===== src/design/text_cell_glyph_renderer_top_defines.svh =====
// assertion macros used by the text cell glyph renderer top level
`ifndef TEXT_CELL_GLYPH_RENDERER_TOP_DEFINES_SVH
`define TEXT_CELL_GLYPH_RENDERER_TOP_DEFINES_SVH

`ifndef SYNTHESIS
// checked property, off while reset is low
`define TCGR_ASSERT(name, clk, rstn, prop, msg) \
	name: assert property (@(posedge clk) disable iff (!rstn) (prop)) else $error(msg);
// checked property that must hold through reset too
`define TCGR_ASSERT_ALWAYS(name, clk, prop, msg) \
	name: assert property (@(posedge clk) (prop)) else $error(msg);
`else
`define TCGR_ASSERT(name, clk, rstn, prop, msg)
`define TCGR_ASSERT_ALWAYS(name, clk, prop, msg)
`endif

`endif


===== src/design/tcgr_pkg.sv =====
// types, constants and the colour palette of the text cell glyph renderer
`timescale 1ns / 1ps
`default_nettype none
package tcgr_pkg;

	localparam int unsigned COLUMNS_DEF      = 80;
	localparam int unsigned ROWS_DEF         = 25;
	localparam int unsigned GLYPH_HEIGHT_DEF = 22;

	localparam int unsigned GLYPH_WIDTH     = 12;
	localparam int unsigned GLYPH_COUNT     = 256;
	localparam int unsigned BYTES_PER_PIXEL = 2;
	localparam int unsigned HALF_PIXELS     = 6;
	localparam int unsigned HALF_BYTES      = HALF_PIXELS * BYTES_PER_PIXEL;

	localparam int unsigned CFG_INDEX_W  = 3;
	localparam int unsigned CFG_DATA_W   = 32;
	localparam int unsigned LP_W         = 13;
	localparam int unsigned MARGIN_W     = 12;
	// column * glyph width + left margin stays below 2^13
	localparam int unsigned X_W          = 13;

	localparam logic [31:0]         FRAME_BASE_RST  = 32'd0;
	localparam logic [LP_W-1:0]     LINE_PIXELS_RST = 13'd1200;
	localparam logic [MARGIN_W-1:0] MARGIN_TOP_RST  = 12'd175;
	localparam logic [MARGIN_W-1:0] MARGIN_LEFT_RST = 12'd120;
	localparam logic [7:0]          FIRST_CODE_RST  = 8'd0;

	typedef enum logic [CFG_INDEX_W-1:0] {
		REG_FRAME_BASE,
		REG_LINE_PIXELS,
		REG_MARGIN_TOP,
		REG_MARGIN_LEFT,
		REG_FIRST_CODE
	} cfg_reg_t;

	typedef enum logic [1:0] {
		CMD_CHAR,
		CMD_COLOR,
		CMD_BOTH,
		CMD_FONT
	} cmd_t;

	typedef enum logic [2:0] {
		ST_CLEAR,
		ST_IDLE,
		ST_MERGE,
		ST_ADDR,
		ST_RENDER
	} state_t;

	typedef struct packed {
		logic load;
		logic half;
		logic last;
	} out_ctl_t;

	function automatic logic [15:0] palette(input logic [3:0] idx);
		logic [15:0] c;
		case (idx)
			4'd0:    c = 16'h0000;
			4'd1:    c = 16'h0015;
			4'd2:    c = 16'h0540;
			4'd3:    c = 16'h0555;
			4'd4:    c = 16'ha800;
			4'd5:    c = 16'ha815;
			4'd6:    c = 16'haab5;
			4'd7:    c = 16'had55;
			4'd8:    c = 16'h52aa;
			4'd9:    c = 16'h52bf;
			4'd10:   c = 16'h57ea;
			4'd11:   c = 16'h57ff;
			4'd12:   c = 16'hfaaa;
			4'd13:   c = 16'hfabf;
			4'd14:   c = 16'hffea;
			4'd15:   c = 16'hffff;
			default: c = 16'h0000;
		endcase
		return c;
	endfunction

endpackage
`default_nettype wire


===== src/design/tcgr_ifs.sv =====
// command and pixel channel interfaces
`timescale 1ns / 1ps
`default_nettype none


interface tcgr_pix_if;
	logic        valid;
	logic        ready;
	logic [31:0] pixel_address;
	logic [15:0] pixel_a;
	logic [15:0] pixel_b;
	logic [15:0] pixel_c;
	logic [15:0] pixel_d;
	logic [15:0] pixel_e;
	logic [15:0] pixel_f;
	logic        last;

	modport source (
		output valid, pixel_address, pixel_a, pixel_b, pixel_c, pixel_d, pixel_e,
			pixel_f, last,
		input  ready
	);
	modport sink (
		input  valid, pixel_address, pixel_a, pixel_b, pixel_c, pixel_d, pixel_e,
			pixel_f, last,
		output ready
	);
endinterface
`default_nettype wire


===== src/design/tcgr_out_stage.sv =====
// output register: picks one half glyph row and colours six pixels
`timescale 1ns / 1ps
`default_nettype none
module tcgr_out_stage (
	input  wire logic              clk,
	input  wire logic              arst_n,
	input  wire tcgr_pkg::out_ctl_t ctl,
	input  wire logic [15:0]       bits,
	input  wire logic [15:0]       fg,
	input  wire logic [15:0]       bg,
	input  wire logic [31:0]       row_addr,
	output logic                   free,
	tcgr_pix_if.source             pix
);
	import tcgr_pkg::*;

	logic        valid_q;
	logic [5:0]  sel;
	logic [31:0] addr_q;
	logic [15:0] px_q [HALF_PIXELS];
	logic        last_q;

	// left half uses bits 15..10, right half bits 9..4
	assign sel  = ctl.half ? bits[9:4] : bits[15:10];
	assign free = !valid_q || pix.ready;

	always_ff @(posedge clk or negedge arst_n) begin
		if (!arst_n) begin
			valid_q <= 1'b0;
		end else if (ctl.load) begin
			valid_q <= 1'b1;
		end else if (pix.ready) begin
			valid_q <= 1'b0;
		end
	end

	always_ff @(posedge clk) begin
		if (ctl.load) begin
			addr_q <= ctl.half ? row_addr + 32'(HALF_BYTES) : row_addr;
			last_q <= ctl.last;
			for (int p = 0; p < HALF_PIXELS; p++) begin
				px_q[p] <= sel[HALF_PIXELS-1-p] ? fg : bg;
			end
		end
	end

	assign pix.valid         = valid_q;
	assign pix.pixel_address = addr_q;
	assign pix.pixel_a       = px_q[0];
	assign pix.pixel_b       = px_q[1];
	assign pix.pixel_c       = px_q[2];
	assign pix.pixel_d       = px_q[3];
	assign pix.pixel_e       = px_q[4];
	assign pix.pixel_f       = px_q[5];
	assign pix.last          = last_q;

endmodule
`default_nettype wire


===== src/flat_wrapper.sv =====
// flat-port wrapper written by rule: the top's interface ports become plain ports
module tcgr_out_stage_flat import tcgr_pkg::*;
  (clk, arst_n, ctl, bits, fg, bg, row_addr, free, pix_valid, pix_pixel_address, pix_pixel_a, pix_pixel_b, pix_pixel_c, pix_pixel_d, pix_pixel_e, pix_pixel_f, pix_last, pix_ready);
  tcgr_pix_if pix_i ();
  input  wire logic clk;
  input  wire logic arst_n;
  input  wire tcgr_pkg::out_ctl_t ctl;
  input  wire logic [15:0] bits;
  input  wire logic [15:0] fg;
  input  wire logic [15:0] bg;
  input  wire logic [31:0] row_addr;
  output logic free;
  output wire logic [$bits(pix_i.valid)-1:0] pix_valid;
  output wire logic [$bits(pix_i.pixel_address)-1:0] pix_pixel_address;
  output wire logic [$bits(pix_i.pixel_a)-1:0] pix_pixel_a;
  output wire logic [$bits(pix_i.pixel_b)-1:0] pix_pixel_b;
  output wire logic [$bits(pix_i.pixel_c)-1:0] pix_pixel_c;
  output wire logic [$bits(pix_i.pixel_d)-1:0] pix_pixel_d;
  output wire logic [$bits(pix_i.pixel_e)-1:0] pix_pixel_e;
  output wire logic [$bits(pix_i.pixel_f)-1:0] pix_pixel_f;
  output wire logic [$bits(pix_i.last)-1:0] pix_last;
  input wire logic [$bits(pix_i.ready)-1:0] pix_ready;
  assign pix_valid = pix_i.valid;
  assign pix_pixel_address = pix_i.pixel_address;
  assign pix_pixel_a = pix_i.pixel_a;
  assign pix_pixel_b = pix_i.pixel_b;
  assign pix_pixel_c = pix_i.pixel_c;
  assign pix_pixel_d = pix_i.pixel_d;
  assign pix_pixel_e = pix_i.pixel_e;
  assign pix_pixel_f = pix_i.pixel_f;
  assign pix_last = pix_i.last;
  assign pix_i.ready = pix_ready;
  tcgr_out_stage u_core (.clk(clk), .arst_n(arst_n), .ctl(ctl), .bits(bits), .fg(fg), .bg(bg), .row_addr(row_addr), .free(free), .pix(pix_i));
endmodule

===== config.mk =====
export PLATFORM = sky130hd
export DESIGN_NAME = tcgr_out_stage_flat
export DESIGN_NICKNAME = d
export VERILOG_FILES = /design/src/design/text_cell_glyph_renderer_top_defines.svh /design/src/design/tcgr_pkg.sv /design/src/design/tcgr_ifs.sv /design/src/design/tcgr_out_stage.sv /design/src/flat_wrapper.sv
export SDC_FILE = /design/constraint.sdc
export NUM_CORES = 1
export LEC_CHECK = 0
export BUFFER_PORTS_ARGS = -buffer_cell sky130_fd_sc_hd__clkbuf_2
export CAP_MARGIN = 20
export CORE_MARGIN = 2
export CORE_UTILIZATION = 28
export CTS_BUF_LIST = sky130_fd_sc_hd__clkbuf_4 sky130_fd_sc_hd__clkbuf_8
export DETAILED_ROUTE_END_ITERATION = 8
export GPL_TIMING_DRIVEN = 0
export PLACE_DENSITY = 0.58
export SYNTH_ARGS = -nofsm -noshare
export SYNTH_HDL_FRONTEND = slang
export SYNTH_SLANG_ARGS = --single-unit

===== constraint.sdc =====
create_clock -name clk -period 0.9 [get_ports clk]
set_clock_uncertainty 0.2 [all_clocks]
set_input_delay 0.18 -clock clk [delete_from_list [all_inputs] [get_ports clk]]
set_output_delay 0.18 -clock clk [all_outputs]
set_load 0.01 [all_outputs]

Word level (Yosys, flattened, before mapping)
Memories as Yosys holds them, arrays and structs flattened. Cells that the tools add are included.

Register bits after elaboration: 34. Memory bits (writable): 96. Memories: 1.

Memories: u_core.px_q (words 6, width 16, rd ports 6, clocked after memory_dff 0, write ports 6, RTL line tcgr_out_stage.sv:20) `logic [15:0] px_q [HALF_PIXELS];`.

$add $sub $neg: 1. Mux-type cells: 12. Reductions and logical operators: 3.

Operators by type and width (count): 16-bit 2-to-1 mux (6); 32-bit by 4-bit adder with 32-bit output, second input constant (1); 32-bit 2-to-1 mux (1); 6-bit 2-to-1 mux (1); 1-bit 2-to-1 mux (4); 2-bit nonzero test (1); 1-bit zero test (1); 1-bit logical OR (1).

Logic depth before layout (Yosys ltp)
Gate-level depths: netlist (run 1).

Depth after elaboration: 2. Gate-level depth with buffers: 6.

Worst setup path after synthesis (run 1)
No wires, ideal clock.

Kind: in2reg. From: in ctl[1] (netlist bit). To: mem u_core.px_q[0][10], data pin. Library setup time: 260 ps. Data arrival time: 1475 ps. Data required time: 440 ps. Path slack: -1035 ps. Stages on the path: 4. Cell sequence: buf_2 > mux2i_1 > buf_4 > mux2_2.

RTL lines: start: declaration (RTL line flat_wrapper.sv:7) `input wire tcgr_pkg::out_ctl_t ctl;`; end: declaration (RTL line tcgr_out_stage.sv:20).

Final worst setup path (run 1)
From: reg u_core.valid_q, in the netlist u_core.pix.valid. To: out free.

Longest elaborated chain between the ends: 2.

Ends and longest elaborated chain: start: declaration (RTL line tcgr_out_stage.sv:17) `logic valid_q;`; start signal: assignment (RTL line tcgr_out_stage.sv:29) `valid_q <= 1'b0;`; start signal: assignment (RTL line tcgr_out_stage.sv:31) `valid_q <= 1'b1;`; start signal: assignment (RTL line tcgr_out_stage.sv:33) `valid_q <= 1'b0;`; 1-bit zero test (RTL line tcgr_out_stage.sv:25) `assign free = !valid_q || pix.ready;`; 1-bit logical OR (RTL line tcgr_out_stage.sv:25); end: declaration (RTL line flat_wrapper.sv:12) `output logic free;`.

Every way passes these cells.

==> flow_summary.yaml, run 1 <==
pwr:
  power_uw: 15600
  p_leak_uw: 0.00405
  peakVddDrop_uv: 772
  power_density_nw_per_um2: 1670
grt:
  grt_util_all_layers_pct: 15.3
  grt_pass1_wl_um: 24700
  antenna_found_initial: 0
  grt_pass1_vias: 4208
  overflow: 0
  grt_max_degree: 35
layout:
  post-route-util_pct: 46.3
  fillCellCount: 1780
  nets: 711
  seq_area_um2: 3900
  areaGrowthSynthToFinish_pct: 62.8
  drive_gt1_share_pct: 71.0
  num_antenna_cells: 0
  multi_input_area_um2: 2450
timing:
  fin_setup_tns_ps: -107660
  setup_ws_ps: -538
  period_minus_slack_ps: 1440
  relSlewSlack_pct: 74.2
  maxSlewViolCount: 0
  hold_viol_final: 187
  worst_pin_slew_ps: 384
  rsz0062_at_grt: "yes"
  finalCritPeriodShare_pct: 160
  fmax_ghz: 0.695
  whs_ps: -158
  setup_viol: 255
routing:
  ant_nets: 0
  wl_per_cell_um: 18.8
  route.vias.total: 4091
  drc_errors: 0
  dr.pass1.iters: 4
  wl_um: 17100
  first_iter_violations: 185
  vias_per_cell: 4.51
run_status:
  status: "complete, but fails checks"
  violations: "hold timing, setup timing"
setup_path:
  crit_slowest_cell: "dfrtp_1"
  ff2ff_setup_slack_ps: -30
  startpoint_type: "register"
  crit_family: "flip-flops"
  cp-end-kind: "output port"
  cp_num_buf_inv: 1
  rr_endpoint: "u_core.pix.valid"
  critical_path.startpoint: "u_core.pix.valid"
  max_stage_delay_ps: 390
  critPathKind: "register to output port"
  crit_chain: "nand2b_1 -> buf_2"
  rr_worst_depth: 3
  r2r-start: "u_core.pix.valid"
  cp.arrival_ps: 1060
  critPathRequiredTime_ps: 520
  path_max_fanout: 2
logic_synthesis:
  syn_area_per_cell_um2: 17.4
  yosys.area.top_type: "edfxtp_1"
  ys_warn_count: 0
  syn_nets: 416
  synth-seq-cells: 130
  async_flop_share_pct: 0.769
  synth_top_area_share_pct: 67.6
  synth_ff_type: "edfxtp_1"
  syn_inst: 329
  synth_edf_count: 129
  synth.cell_area_um2: 5730
  yosysUniqueCellTypes: 29
  seq_area_frac_synth_pct: 68.0
  synthTopCellsByArea: "edfxtp_1 (68%), mux2_2 (19%), xnor2_1 (3.2%)"
clocking:
  clock_sinks: 130
  path_clk_slew_ps: 90
  htreeDepth: 4
  numCtsBuffers: 17
  postCtsHoldBufs: 5
  cts-root-buf: "clkbuf_8"
  clk_path_buf_depth: 2
  clk_latency_ps: 450
  cts_tree: "yes"
floorplan:
  ioPinCount: 217
  die_w_um: 147
  dieArea_um2: 21600
  die_h_um: 147
  row_count: 52
  coreArea_um2: 20200
  start_util_pct: 28.4
worst_hold_path:
  min_path_type: "input pin to register"
  hold_path_depth: 2
  min_from: "row_addr[31]"
  hold_end: "u_core.pix.pixel_address[31]"
placement:
  place_congestion: 0.765
  dpl.hpwl_um: 10600
  portBuffers: 212
flow_run:
  drv_cap: 0
[flip-flops by register name (all words and copies together), names as in the netlist]
register	cells
u_core.pix.last	1
u_core.pix.pixel_address	32
u_core.pix.valid	1
u_core.px_q	96
[worst max-delay path by stage]
stage	endpoint	slack, ps	depth (start not counted)
after floorplan	u_core.pix.pixel_address[22]	-980	6
after global placement	u_core.px_q[2][0]	-2210	1
after detailed placement	u_core.pix.pixel_address[22]	-1360	7
after CTS	free	-590	2
after global routing	free	-610	2
final	free	-540	2
[kinds of logic after synthesis]
family	count (synthesis)	synth area share (%)
fa+ha+maj	1	0.218
buf+inv	10	1.03
xor+xnor	29	4.43
flops	130	68.0
compound gates	3	0.305
simple gates	53	5.96
mux	103	20.1
[routing by layer]
| layer | global-route usage, % | part of all wire (%) | up-vias | routed length [µm] |
|---|---|---|---|---|
| met5 | 0 | 0 | - | 0 |
| met1 | 18.2 | 40 | 2031 | 6780 |
| met2 | 26.5 | 52 | 151 | 8930 |
| met3 | 4.35 | 5.4 | 26 | 927 |
| met4 | 5.91 | 2.5 | 0 | 430 |
| li1 | - | - | 1883 | - |
[power breakdown]
part           switching, µW  total, µW  internal, µW
sequential               168       7500          7330
clock                   2560       4800          2240
combinational           1500       3270          1770
[synth_stat cells, drive strengths merged (2+ instances only)]
library cell / instances
nor4: 3
nand3: 9
and4: 2
mux2: 96
inv: 3
nor2: 7
xor2: 8
nor3: 3
nand2b: 4
nand4: 9
xnor2: 21
mux2i: 7
edfxtp: 129
and3: 4
buf: 7
nand2: 9
[worst register-to-register path: stages (launching register included)]
cell and delay (ps):
dfrtp_1 390, nand2b_1 90, buf_4 110, nand2b_1 40
[metrics by stage]
| stage | setup slack [ps] | cell area, µm² | instances | hold slack (ps) |
|---|---|---|---|---|
| after floorplan | -975 | 6290 | 329 | -316 |
| final | -538 | 9330 | 907 | -158 |
| after detailed placement | -1360 | 7720 | 812 | -245 |
| after global routing | -610 | 9330 | 907 | -186 |
| after global placement | -2210 | 7680 | 811 | -244 |
| after CTS | -587 | 9050 | 897 | -184 |
[final cells by class]
cell class	count	share of cell area, %
sequential	130	41.8
multi-input combinational	189	26.3
inverter	3	0.389
tap	270	3.62
buffer	5	1.07
clock inverter	14	1.41
timing repair buffer	278	22.8
clock buffer	18	2.59
[layout by cell type, fill, tap and decap left out, drive strengths merged, types with 2 or more instances in the layout]
cell,instances
nor3,3
clkbuf,223
mux2,96
and3,4
and4,2
xnor2,21
nand2b,4
nand3,9
clkinvlp,4
buf,72
edfxtp,129
nor2,7
mux2i,7
dlygate4sd3,5
nand2,9
nor4,3
clkinv,6
nand4,9
xor2,8
inv,6
[what timing repair did]
| action | 4_1_cts | 5_1_grt |
|---|---|---|
| setup buffers | 42 | 19 |
| resized for setup | 73 | 60 |
| gates cloned | 7 | 2 |
| setup endpoints to repair | 316 | 253 |
| pin swaps | 24 | 22 |
| endpoints found under the hold margin | 194 | 189 |
No activity file was read; power rests on OpenSTA's default activity.
==> run 2: changes to the inputs <==
SKIP_CTS_REPAIR_TIMING = 1   (was unset)
==> flow_summary.yaml, run 2 (same netlist as run 1, synthesis figures left out) <==
layout:
  areaGrowthSynthToFinish_pct: 58.8
  drive_gt1_share_pct: 69.6
  largest_reg_flops: 96
  final_cell_mix: "clkbuf_2 (193), edfxtp_1 (129), mux2_4 (96)"
  layout_commonest_cell: "clkbuf_2"
  design_area_um2: 9100
  num_antenna_cells: 0
  nets: 703
  finalNonFillerCells: 899
  fillCellCount: 1807
  regMostFlops: "u_core.px_q"
routing:
  ant_nets: 0
  dr.pass1.iters: 4
  wl_um: 16000
  route.vias.total: 3964
  vias_per_cell: 4.41
  first_iter_violations: 154
  drc_errors: 0
  wl_per_cell_um: 17.8
placement:
  place_inst: 812
  placed_cell_area_um2: 7720
  place_congestion: 0.765
  dpl.hpwl_um: 10600
  portBuffers: 212
  dp_slack_ps: -1360
clocking:
  path_clk_slew_ps: 80
  clk_latency_ps: 450
  clock_sinks: 130
  htreeDepth: 4
  cts-root-buf: "clkbuf_8"
  cts_tree: "yes"
  clk_path_buf_depth: 2
  numCtsBuffers: 17
pwr:
  power_density_nw_per_um2: 1700
  peakVddDrop_uv: 755
  power_frac_comb_pct: 20.5
  pwr-share-seq_pct: 48.5
  power_switching_uw: 4190
  internal_power_uw: 11300
  swShare_pct: 27.1
  power_frac_clock_pct: 31.0
  p_leak_uw: 0.00393
floorplan:
  ioPinCount: 217
  dieArea_um2: 21600
  die_w_um: 147
  row_count: 52
  die_h_um: 147
  coreArea_um2: 20200
  start_util_pct: 28.4
timing:
  relSlewSlack_pct: 72.1
  maxSlewViolCount: 0
  period_minus_slack_ps: 1440
  setup_ws_ps: -539
  rsz0062_at_grt: "yes"
  hold_viol_final: 159
  finalCritPeriodShare_pct: 160
  fmax_ghz: 0.695
  worst_pin_slew_ps: 416
  whs_ps: -191
  setup_viol: 250
flow_run:
  drv_cap: 0
worst_hold_path:
  hold_end: "u_core.pix.pixel_address[14]"
  min_from: "row_addr[14]"
  hold_path_depth: 2
  min_path_type: "input pin to register"
setup_path:
  cp-end-kind: "register"
  rr_endpoint: "u_core.pix.valid"
  critPathKind: "input pin to register"
  critical_path.startpoint: "ctl[1]"
  path_max_fanout: 7
  crit_chain: "buf_12 -> nand4_4 -> nor4_4 -> or4b_1 -> xnor2_1"
  r2r-start: "u_core.pix.valid"
  rr_worst_depth: 3
  cp.arrival_ps: 1440
  startpoint_type: "input pin"
  max_stage_delay_ps: 480
  critPathRequiredTime_ps: 900
  ff2ff_setup_slack_ps: -30
  crit_slowest_cell: "or4b_1"
grt:
  grt_max_degree: 67
  grt_util_all_layers_pct: 13.5
  grt_pass1_vias: 3821
  overflow: 0
  grt_pass1_wl_um: 22000
  antenna_found_initial: 0
run_status:
  violations: "hold timing, setup timing"
  status: "complete, but fails checks"
-- run 2: cell types whose count changed in the layout (fill, tap and decap cells not counted), moves of 3 or more --
| cell | change |
|---|---|
| buf_6 | +8 |
| buf_16 | -3 |
| clkbuf_8 | -5 |
| buf_12 | -3 |
| buf_4 | -5 |
-- run 2: area by class of cell --
class	count	area, µm²	area share (%)
Tap cell	270	338	3.71
Clock buffer	18	241	2.65
Timing Repair Buffer	268	1910	20.9
Inverter	3	36.3	0.399
Sequential cell	130	3900	42.8
Multi-Input combinational cell	189	2410	26.5
Buffer	7	140	1.54
Clock inverter	14	131	1.44
-- run 2: worst max-delay path by stage --
stage,slack [ps],end,cells after the start
final,-540,u_core.pix.pixel_address[22],5
after global routing,-600,free,2
after CTS,-880,u_core.pix.pixel_address[22],7
after detailed placement,-1360,u_core.pix.pixel_address[22],7
after global placement,-2210,u_core.px_q[2][0],1
after floorplan,-980,u_core.pix.pixel_address[22],6
-- run 2: power by group through the flow --
stage	combinational, µW	sequential [µW]	clock [µW]
finish	3170	7500	4800
global route	3350	7550	5200
CTS	2630	7510	4920
detailed placement	2630	7640	0
global placement	2560	7660	0
floorplan	1060	7940	0
-- run 2: through the flow --
step / setup TNS, ps / power (µW) / utilization [%]
2_1_floorplan: -77970 / 8990 / -
5_1_grt: -105420 / 16100 / 45.1
3_3_place_gp: -418270 / 10200 / 38.1
6_report: -98270 / 15500 / 45.1
4_1_cts: -147780 / 15100 / 40.1
3_5_place_dp: -202010 / 10300 / 38.3
-- run 2: worst max-delay path, delay by kind of cell --
family | cells | cell delay (ps)
xor+xnor | 1 | 140
buf+inv | 1 | 90
simple gates | 3 | 1030
-- run 2: metal layers --
metal  wire length, µm  share of wire [%]  global-route usage, %
met5                 0                  0                      0
met4               341                2.1                   5.19
met3               889                5.5                   4.19
met2              8140                 51                   22.9
met1              6680                 42                   16.0
